$ cat src/nbpa_div.sv
`timescale 1ns / 1ps
module nbpa_div (
    input  logic        i_clk,
    input  logic        i_rst_n,
    input  logic        i_start,
    input  logic [63:0] i_dividend,
    input  logic [49:0] i_divisor,
    output logic        o_done,
    output logic [63:0] o_quotient
);

    logic        r_busy, n_busy;
    logic        r_done, n_done;
    logic [5:0]  r_cnt, n_cnt;
    logic [49:0] r_rem, n_rem;
    logic [63:0] r_quo, n_quo;
    logic [49:0] r_dvs, n_dvs;
    logic [50:0] rem_sh;
    logic        fits;

    always_comb begin
        rem_sh = {r_rem, r_quo[63]};
        fits   = rem_sh >= {1'b0, r_dvs};
        n_busy = r_busy;
        n_done = 1'b0;
        n_cnt  = r_cnt;
        n_rem  = r_rem;
        n_quo  = r_quo;
        n_dvs  = r_dvs;
        if (i_start) begin
            n_busy = 1'b1;
            n_cnt  = 6'd63;
            n_rem  = '0;
            n_quo  = i_dividend;
            n_dvs  = i_divisor;
        end else if (r_busy) begin
            n_rem = fits ? 50'(rem_sh - {1'b0, r_dvs}) : rem_sh[49:0];
            n_quo = {r_quo[62:0], fits};
            n_cnt = r_cnt - 6'd1;
            if (r_cnt == 6'd0) begin
                n_busy = 1'b0;
                n_done = 1'b1;
            end
        end
    end

    always_ff @(posedge i_clk) begin
        if (!i_rst_n) begin
            r_busy <= 1'b0;
            r_done <= 1'b0;
        end else begin
            r_busy <= n_busy;
            r_done <= n_done;
        end
        r_cnt <= n_cnt;
        r_rem <= n_rem;
        r_quo <= n_quo;
        r_dvs <= n_dvs;
    end

    assign o_done     = r_done;
    assign o_quotient = r_quo;

endmodule

$ cat config.mk
export PLATFORM = sky130hd
export DESIGN_NAME = nbpa_div
export DESIGN_NICKNAME = d
export VERILOG_FILES = /design/src/nbpa_div.sv
export SDC_FILE = /design/constraint.sdc
export NUM_CORES = 1
export LEC_CHECK = 0
export BUFFER_PORTS_ARGS = -buffer_cell sky130_fd_sc_hd__buf_2
export CORE_MARGIN = 2
export CORE_UTILIZATION = 40
export CTS_BUF_LIST = sky130_fd_sc_hd__clkbuf_2
export CTS_CLUSTER_DIAMETER = 30
export DETAILED_ROUTE_END_ITERATION = 12
export PLACE_DENSITY = 0.69
export SLEW_MARGIN = 20
export SYNTH_ARGS = -nofsm -noshare
export SYNTH_HDL_FRONTEND = slang
export SYNTH_SLANG_ARGS = --single-unit
$ cat constraint.sdc
create_clock -name i_clk -period 5.32 [get_ports i_clk]
set_clock_uncertainty 0.1 [all_clocks]
set_input_delay 0 -clock i_clk [delete_from_list [all_inputs] [get_ports i_clk]]
set_output_delay 0 -clock i_clk [all_outputs]
set_load 0.02 [all_outputs]
After elaboration in Yosys (flattened, before gate mapping)
Cells that the tools add are included.
{"block": "totals", "input_bits": 117, "output_inout_bits": 65, "register_bits": 172}
{"block": "classes", "order_cmp": 1, "reduce_logical": 3, "bitwise": 2, "add_sub_neg": 2, "n_mux": 7}
{"cell": "2-to-1 mux 64 bit", "n": 2}
{"cell": ">= comparator 51 x 50 -> 1 bit", "n": 1}
{"cell": "2-to-1 mux 50 bit", "n": 1}
{"cell": "subtractor 50 bit", "n": 1}
{"cell": "logical NOT 6 bit", "n": 1}
{"cell": "subtractor 6 x 1 -> 6 bit (second input constant)", "n": 1}
{"cell": "2-to-1 mux 1 bit", "n": 4}
{"cell": "OR reduction 3 bit", "n": 1}
{"cell": "inverter 1 bit", "n": 2}
{"cell": "nonzero test 2 bit", "n": 1}

Longest topological paths before layout
{"block": "depth", "depth_word": 4, "depth_mapped": 13, "mapped_depth_nobuf": 13}

Least setup slack after synthesis
OpenSTA, ideal clock, no wires.
{"block": "synth_timing", "path_kind": "register to register", "startpoint": "register r_quo[63], in the netlist o_quotient[63]", "endpoint": "register r_rem[46]", "path_stages_with_launch": 14, "arrival_time_ps": 3289, "setup_slack_ps": 1862, "n_path_buf": 0, "required_ps": 5151, "path_cell_list": "edfxtp_1 inv_1 ha_1 inv_1 fa_1 a21oi_1 o211ai_1 a221oi_2 o31ai_4 o211ai_1 o311ai_0 nor3b_1 or4_1 o21ai_1"}
{"block": "synth_between", "elab_chain_cells": 2}
{"item": "start, declared", "line": "16", "text": "logic [63:0] r_quo, n_quo;"}
{"item": "start signal, assigned", "line": "57", "text": "r_quo <= n_quo;"}
{"item": "subtractor 50 bit or >= comparator 51 x 50 -> 1 bit (tied branches)", "line": "37, 23"}
{"item": "2-to-1 mux 50 bit (*)", "line": "37", "text": "n_rem = fits ? 50'(rem_sh - {1'b0, r_dvs}) : rem_sh[49:0];"}
{"item": "end signal, assigned", "line": "56", "text": "r_rem <= n_rem;"}
{"item": "end, declared", "line": "15", "text": "logic [49:0] r_rem, n_rem;"}
Every way passes the cells marked *; elsewhere a longest branch is shown, timed or not.
A chain may end at the register's enable or synchronous reset.

Worst setup path in the final report
Same ends and word-level chain as after synthesis.

==> results_dict.tcl <==
set metrics [dict create \
    grt_pass1_vias 9022 \
    synth-edff-count 114 \
    worst_pin_slew_ps 1083 \
    cp.arrival_ps 4480 \
    drc 0 \
    final.setup.tns_ps 0 \
    crit_fanout 5 \
    grt_max_degree 99 \
    fin_crit_sh_pct 72.60 \
    cts_resized 0 \
    fp-row-count 57 \
    htreeDepth 4 \
    hold_viol 0 \
    drtIter0Drc 505 \
    cts_buffer_depth 2 \
    p_leak_nw 5.944 \
    wl_met2_microns 13270 \
    yosysWarnings 0 \
    synthSimpleGateAreaFrac_pct 10.30 \
    synthAdderAreaFrac_pct 6.818 \
    slowest_delay_ps 580 \
    ys_types 70 \
    maxCapViolCount 0 \
    portBuffers 181 \
    drive_gt1_share_pct 21.92 \
    core_area_sq_um 24250 \
    cp_slowest_cell "a221oi_2" \
    power_density_nw_per_um2 252.8 \
    vias 8730 \
    cts_root_buf "clkbuf_2" \
    critPathCaptureType "flip-flop" \
    die_area_sq_um 25860 \
    ir_drop_uv 151.1 \
    numCtsBuffers 17 \
    first_pass_iters 7 \
    wl_met3_microns 1765 \
    crit_family "compound AO/OA/AOI/OAI gates" \
    async_reset_ff_share_pct 0 \
    top_layer_used "met4" \
    post-place-cells 1413 \
    cts_tree "done" \
    hold_path_class "input pin to flip-flop" \
    synth.avg_cell_area_sq_um 10.46 \
    hpwl_microns 18050 \
    grt_overflow 0 \
    setup_viol 0 \
    drv_slew 0 \
    layout_setup_ws_ps 1458 \
    die_h_microns 160.8 \
    grt_pass1_wl_microns 45220 \
    die_x_microns 160.8 \
    areaGrowthSynthToFinish_pct 39.72 \
    syn_nets 1110 \
    ys_seq_elements 172 \
    cts.clk_slew.worst_paths_ps 310 \
    outcome "complete, no violations" \
    wl_per_cell_microns 16.38 \
    finalNonFillerCells 1691 \
    routed_wl_microns 27700 \
    ios 182 \
    critPathKind "flip-flop to flip-flop" \
    min_period_ps 3862 \
    rsz0062_at_grt "no" \
    gp_congestion 0.8955 \
    post_dp_cell_area_sq_um 11050 \
    synthXorXnorAreaFrac_pct 4.274 \
    clk_latency_ps 800 \
    synth-compound-area-share_pct 16.52 \
    grt_usage_pct 21.66 \
    path_buf_inv 2 \
    crit_chain "inv_1 > ha_1 > inv_1 > fa_1 > a21oi_1 > o211ai_1 > a221oi_2 > o31ai_4 > o211ai_1 > o311ai_0 > nor3b_1 > or4_1 > o21ai_1" \
    detail-route-antenna-nets 0 \
    max_freq_ghz 0.2589 \
    synth_top_family_by_area "compound AO/OA/AOI/OAI gates" \
    initial_core_util_pct 40.57 \
    place_ws_ps 1570 \
    viasPerCell 5.163 \
    cp.required_ps 5930 \
    netlist_instances 940 \
    fin_util_pct 56.68 \
    clkSinkCount 172 \
    muxShareOfSynthArea_pct 10.99 \
    wl_met1_microns 12120 \
    synthFlopType "edfxtp_1" \
    antenna_found_initial 2 \
    nets 1521 \
    synth.yosys.seq_area_share_pct 46.60 \
    slew_headroom_pct 26.85 \
    n_fill_cell 2132 \
    worst_setup_path_start_kind "flip-flop" \
    final_area_sq_um 13740 \
    netlist_area_sq_um 9837 \
]
## cells in the mapped netlist, types with 9 or more instances
cell type  count  share of area, %
edfxtp_1     114                35
a21oi_1       75               3.8
nor2_1        73               2.8
inv_1         72               2.7
mux2_2        64               7.3
dfxtp_1       58                12
ha_1          52               6.6
nand2_1       49               1.9
a211oi_1      43               3.3
o21ai_0       38               1.9
mux2i_1       36               3.7
clkbuf_1      32               1.2
xnor2_1       27               2.4
xor2_1        21               1.9
a21o_1        20               1.5
nand4_1       16               1.0
o21bai_1      16               1.2
nand2b_1      12              0.76
nand3_1       10              0.51
nor3_1         9              0.46
## flip-flops by register name, summed over array words and instances (netlist names)
register	cells
o_done	1
o_quotient	64
r_busy	1
r_cnt	6
r_dvs	50
r_rem	50
## cell families after synthesis
logic type,Yosys count
buffers and inverters,112
multiplexers,100
AO/OA/AOI/OAI,244
flip-flops,172
adder cells (fa/ha/maj),53
XOR/XNOR,48
AND/OR/NAND/NOR,211
## area by class of cell
cell class	count	area (sq um)	area share, %
antenna	3	7.507	0.05462
multi-input combinational	656	4816	35.04
clock inverter	14	165.2	1.202
tap	324	405.4	2.949
clock buffer	18	90.09	0.6554
timing repair buffer	432	3405	24.77
sequential	172	4586	33.36
inverter	72	270.3	1.966
## through the flow
step                      hold slack, ps  total power [mW]
after floorplan                   -1.131             2.342
after global placement             77.62             2.600
after detailed placement           78.31             2.609
after CTS                          129.5             3.484
after global routing               134.1             3.673
final                              172.0             3.475
## layer usage
metal  global-route usage, %  vias up
met5                       0        -
li1                        -     4297
met4                   6.412        0
met1                   27.19     4106
met3                   5.424       37
met2                   36.99      290
## power breakdown
group | internal, mW | switching, mW
Combinational | 0.511 | 0.601
Sequential | 1.56 | 0.0726
Clock | 0.166 | 0.561
## path summary, 6_finish.rpt
check | startpoint | to | slack [ps] | cells past startpoint
setup / recovery | o_quotient[63] | r_rem[46] | 1460 | 13
hold / removal | i_start | r_dvs[1] | 170 | 2
setup reg to reg | o_quotient[63] | r_rem[46] | 1460 | 13
hold reg to reg | r_rem[2] | r_rem[2] | 410 | 2
## cells in the final DEF, fill, tap and decap left out, types with 43 or more instances in the layout
cell type	netlist	final
a211oi_1	43	43
a21oi_1	75	75
buf_2	2	180
dfxtp_1	58	57
dlygate4sd3_1	0	243
edfxtp_1	114	114
ha_1	52	52
inv_1	72	71
mux2_2	64	64
nand2_1	49	49
nor2_1	73	73
## repair_timing
action / CTS / global route
endpoints found under the hold margin: 151 / 0
hold buffers: 243 / 0
setup buffers: 0 / 0
Power figures use the tool's default switching activity.
