`src/nbpa_sqrt.sv`:
```
`timescale 1ns / 1ps
module nbpa_sqrt (
    input  logic        i_clk,
    input  logic        i_rst_n,
    input  logic        i_start,
    input  logic [63:0] i_value,
    output logic        o_done,
    output logic [31:0] o_root
);

    logic        r_busy, n_busy;
    logic        r_done, n_done;
    logic [63:0] r_v, n_v;
    logic [63:0] r_res, n_res;
    logic [63:0] r_bit, n_bit;
    logic [63:0] trial;

    always_comb begin
        trial  = r_res + r_bit;
        n_busy = r_busy;
        n_done = 1'b0;
        n_v    = r_v;
        n_res  = r_res;
        n_bit  = r_bit;
        if (i_start) begin
            n_busy = 1'b1;
            n_v    = i_value;
            n_res  = '0;
            n_bit  = 64'd1 << 62;
        end else if (r_busy) begin
            if (r_v >= trial) begin
                n_v   = r_v - trial;
                n_res = (r_res >> 1) + r_bit;
            end else begin
                n_res = r_res >> 1;
            end
            n_bit = r_bit >> 2;
            if (r_bit == 64'd1) begin
                n_busy = 1'b0;
                n_done = 1'b1;
            end
        end
    end

    always_ff @(posedge i_clk) begin
        if (!i_rst_n) begin
            r_busy <= 1'b0;
            r_done <= 1'b0;
        end else begin
            r_busy <= n_busy;
            r_done <= n_done;
        end
        r_v   <= n_v;
        r_res <= n_res;
        r_bit <= n_bit;
    end

    assign o_done = r_done;
    assign o_root = r_res[31:0];

endmodule

```
`config.mk`:
```
export PLATFORM = sky130hd
export DESIGN_NAME = nbpa_sqrt
export DESIGN_NICKNAME = d
export VERILOG_FILES = /design/src/nbpa_sqrt.sv
export SDC_FILE = /design/constraint.sdc
export NUM_CORES = 1
export LEC_CHECK = 0
export ABC_AREA = 1
export ABC_CLOCK_PERIOD_IN_PS = 5700
export CAP_MARGIN = 20
export CORE_MARGIN = 1
export CORE_UTILIZATION = 29
export DETAILED_ROUTE_END_ITERATION = 12
export DONT_BUFFER_PORTS = 1
export PLACE_DENSITY = 0.46
export SLEW_MARGIN = 10
export SYNTH_ARGS = -nofsm -noshare
export SYNTH_HDL_FRONTEND = slang
export SYNTH_SLANG_ARGS = --single-unit
```
`constraint.sdc`:
```
create_clock -name i_clk -period 5.7 [get_ports i_clk]
set_input_delay 0.855 -clock i_clk [delete_from_list [all_inputs] [get_ports i_clk]]
set_output_delay 0.855 -clock i_clk [all_outputs]
set_load 0.05 [all_outputs]
```
; Word level (Yosys, flattened, before mapping)
; Cells that the tools add are included.
[word_totals]
ff_bits = 162
inputBits = 67
output_inout_bits = 33
word_cells = 24
[classes]
n_addsub = 3
magnitude_cmp = 1
n_eq_ne = 1
muxes = 8
bitwise_logic = 2
reduce_logical = 4
[op_table]
columns = op, n
row1 = $mux W64, 4
row2 = $add A63 B63 Y64, 1
row3 = $add A64 B63 Y64, 1
row4 = $ge A64 B64 Y1, 1
row5 = $sub A64 B64 Y64, 1
row6 = $eq A32 B1 Y1 const B, 1
row7 = $mux W1, 4
row8 = $reduce_bool A2 Y1, 2
row9 = $reduce_or A3 Y1, 1
row10 = $not A1 Y1, 2
row11 = $reduce_and A2 Y1, 1

; Depth between registers and ports, before layout
[logic_depth]
ltp_word = 5
depth_mapped = 30
ltp_nobuf = 29

; Worst setup path after synthesis
; Ideal clock, no wire load.
[synth_timing]
kind = register -> register
start = register r_res[6]
end = register r_v[0] (enable)
setup_ps = 424
arrival_ps = 4564
required_time_ps = 5276
path_slack_ps = 712
path_stages_with_launch = 26
path_buffers = 1
synth_period_minus_slack_ps = 4988
path_cell_list = dfxtp_1 > ha_1 > nand2_1 > o21ai_0 > inv_1 > nand2_1 > nand3_1 > nand2_1 > nand2_1 > nand2_1 > nand2_1 > nand2_1 > a21oi_1 > xor2_1 > ha_1 > nand2_1 > nor2_1 > inv_2 > nor2_2 > nand2_1 > nor3_2 > nand2_4 > nand2_8 > nand2_2 > buf_6 > nand2_1
[synth_via]
elab_chain_len = 4
[synth_rtl]
columns = item, line_no
row1 = from (decl), 14  ; logic [63:0] r_res, n_res;
row2 = from (signal assigned), 54  ; r_res <= n_res;
row3 = $add A64 B63 Y64, 19  ; trial = r_res + r_bit;
row4 = $ge A64 B64 Y1, 31  ; if (r_v >= trial) begin
row5 = $reduce_bool A2 Y1 (no source line), -
row6 = $reduce_and A2 Y1 (no source line), -
row7 = to (signal assigned), 53  ; r_v <= n_v;
row8 = to (decl), 13  ; logic [63:0] r_v, n_v;
; No other way between the ends.
; A chain may end at the register's enable or synchronous reset.

; Worst setup path after layout
[layout_timing]
start = register r_res[34]
end = register r_v[51] (enable)
; The elaborated chain is that of the path after synthesis.

==> results by group <==
CTS
  • Clk Latency, worst-skew pair: 0.51 ns
  • Post-CTS Setup Repair Bufs: 0
  • CTS Buffer Depth: 2
  • TritonCTS clock tree: built
  • Clk root buf: clkbuf_16
  • H-tree Lvls: 4
  • Clk sinks: 162
  • Post_cts resized: 0
  • CTS hold repair buffers: 0
  • Total CTS buffers: 17
  • Clock transition at path regs: 0.08 ns

Worst setup path
  • Slowest cell delay on critical path: 0.59 ns
  • Worst Path Required: roughly 5.9 ns
  • Worst R2R End: r_v[51]
  • Worst-path fanout max: 50
  • Critical path startpoint: r_res[34]
  • Critical Path Sink: r_v[51]
  • Crit path launch type: flip-flop
  • CP dominant cell by count: nand2_1
  • Worst-path cell chain: ha_1, nand2_1, o21ai_0, nand2_1, o21ai_0, a21oi_1, nand3_1, a21oi_1, xor2_1, ha_1, nand2_1, nor2_1, nand2_1, nor3_2, nand2_4, nand2_8, nand2_2, nand2_4, buf_12
  • Reg2reg path depth: 19
  • Slowest cell on crit path: dfxtp_1
  • Critical path class: flip-flop to flip-flop
  • CP endpoint kind: flip-flop
  • R2r setup slk: roughly 0.7 ns
  • Reg2reg start: r_res[34]
  • CP Data Arrival Time: 5.16 ns

Final layout
  • Fin nets: 3,698
  • Layout cell share with drive strength beyond 1: under 10%
  • Layout fillers: just under 8,000
  • Commonest non-fill, non-tap cell in the layout: nand2_1
  • Commonest cells after routing, fill and taps aside: 1,208 x nand2_1, 506 x inv_1, 391 x nor2_1
  • Final core utilization: 31.7%
  • N_diodes: 0
  • Layout area overhead: 7.25%

Timing
  • Final setup vio count: 0
  • Headroom to the max-slew limit: 44.1%
  • Worst Max-Slew Pin Slew: 0.838 ns
  • Max frequency: around 200 MHz
  • Final Hold Viols: 0
  • Final slew viol count: 0
  • RSZ-0062 raised after global routing: false
  • Min Clock Period, post-route: about 5 ns
  • Setup tns final: 0 ns
  • Final worst path period share: 87.4%
  • Setup Skew: 0.0168 ns

Floorplanning
  • DIE WIDTH: 265 um
  • Initial Utilization: between 20% and 30%
  • I/O pin cnt: 100
  • Total core area: 0.0676 sq mm
  • Core Rows: 95
  • Die area: 0.0700 sq mm
  • Die H: 265 um

Yosys
  • Post-synthesis register bit count: 162
  • Seq/Total Area, Yosys: 19.4%
  • Synth Area in Simple Gates: 42.0%
  • Synthesized instance count: 3,547
  • Async S/R FF share, synth: 0%
  • Synth Warn #: 0
  • Post-synthesis adder-cell area fraction: 8.24%
  • Mux cell area share after synthesis: 0%
  • Mean Syn Cell Area: 5.63 sq um
  • EDFF count, synth: 64
  • Main combinational cell family by area after synthesis: simple AND/OR/NAND/NOR gates
  • XOR/XNOR Fraction of Synth Area: 4.21%
  • Syn_nets: around 3,700
  • Synth cell types: 50
  • Main synth FF type: dfxtp_1
  • Post-Synthesis Cell Area: roughly 0.02 sq mm
  • Post-synthesis compound-gate area fraction: 13.5%

Hold path
  • Min-delay worst type: input pin to flip-flop
  • WHS Path Cells: 1

Drt
  • Drt wl/cell: 19.7 um
  • WL final: 86.5 mm
  • Vias per std cell: ~5
  • Vias: 22,000
  • Final ANT Viol Nets: 0
  • Initial drt markers: between 1,500 and 2,000
  • Drc violations: 0
  • First-pass iteration count of the detailed router: 6

Global route
  • Tot GR Track Use: 24.6%
  • Vias in the first global route: roughly 21,000
  • Grt ovf: 0
  • Largest net degree at the start of global routing: 127
  • Antenna violations before repair: 0
  • First-pass GRT wire length: roughly 130 mm

Pwr
  • Power share of the sequential group: 19.7%
  • Pwr Total: 10.7 mW
  • Sw Ratio: ~57%
  • Cell area power density: 500 mW/mm^2
  • Switching pwr: approximately 6 mW
  • Clk pwr share: 11.4%
  • Cell-internal power: 4.62 mW
  • Logic gate share of total power: 68.8%
  • Peak supply drop: 0.383 mV
  • Leakage: 9.49 nW

Placement
  • Dpl hpwl: 71.5 mm
  • Gpl congestion: 0.944
  • I/O Buffers: 0

Job
  • Max-cap violations: 0

Status
  • Outcome: completed
power groups by stage:
stage	Sequential [mW]	Combinational [mW]	Clock, mW
floorplan	1.91	5.31	0
global placement	2.13	7.30	0
detailed placement	2.13	7.26	0
CTS	2.10	7.30	1.26
global route	2.15	8.20	1.29
finish	2.11	7.38	1.23
through the flow:
stage                     setup slack [ns]  instance area (sq um)  instances  hold WS (ns)
final                                0.721                  21400       4386         0.456
after global routing                 0.387                  21400       4386         0.427
after CTS                            0.712                  21400       4386         0.398
after detailed placement             0.744                  20800       4354         0.529
after global placement               0.777                  20800       4354         0.515
after floorplan                      0.712                  20000       3547         0.463
layout make-up:
type / count / area [sq um] / area share [%]
multi-input cells: 2761 / 13600 / 63.3
flip-flops and latches: 162 / 3890 / 18.1
inverters: 512 / 1920 / 8.97
well taps: 873 / 1090 / 5.10
clock buffers: 17 / 425 / 1.98
repair buffers: 46 / 370 / 1.73
clock inverters: 15 / 164 / 0.765
layer usage:
metal  part of all wire (%)  track usage [%]  wire length [um]
met1                     47             33.2             40400
met2                     45             40.4             39200
met3                    5.0             2.91              4300
met4                    2.9             8.14              2520
met5                      0                0                 0
cells in the mapped netlist (36+ instances only):
master    number  area share, %
buf_4         37            1.4
o21ai_0      164            4.1
edfxtp_1      64            9.6
inv_1        508            9.5
a21oi_1      239            6.0
ha_1         130            8.1
nand2_1     1209             23
xnor2_1       49            2.1
xor2_1        47            2.1
nand3_1      284            7.1
nor2_1       391            7.3
dfxtp_1       98            9.8
clkbuf_1      36           0.68
nor3_1        38           0.95
nand4_1       37            1.2
logic make-up (layout without fill, tap and decap cells):
logic type | Yosys count | count (layout)
buffers and inverters | 624 | 590
DFF | 162 | 162
adders and majority gates | 131 | 131
xor gates and xnor gates | 96 | 96
AOI/OAI and AO/OA | 499 | 499
and+or+nand+nor | 2035 | 2035
worst min path at each step:
stage | from | slack (ns) | end
final | i_start | 0.46 | r_res[53]
after CTS | i_start | 0.40 | r_res[53]
after floorplan | r_res[0] | 0.46 | r_res[0]
after global routing | i_start | 0.43 | r_res[53]
after detailed placement | r_bit[14] | 0.53 | r_bit[12]
after global placement | r_bit[6] | 0.51 | r_bit[6]
sequential cells by signal (all words and copies together) (netlist names):
register and flops:
r_res 64, r_v 64, r_bit 32, o_done 1, r_busy 1
worst max-delay path, delay by kind of cell (launching register included):
family	cells	cell delay (ns)
AO/OA/AOI/OAI	4	1.04
XOR/XNOR	1	0.16
buffers and inverters	1	0.32
flip-flops	1	0.59
AND/OR/NAND/NOR	11	1.80
adder cells (fa/ha/maj)	2	0.69
(Power assumes the default switching activity.)
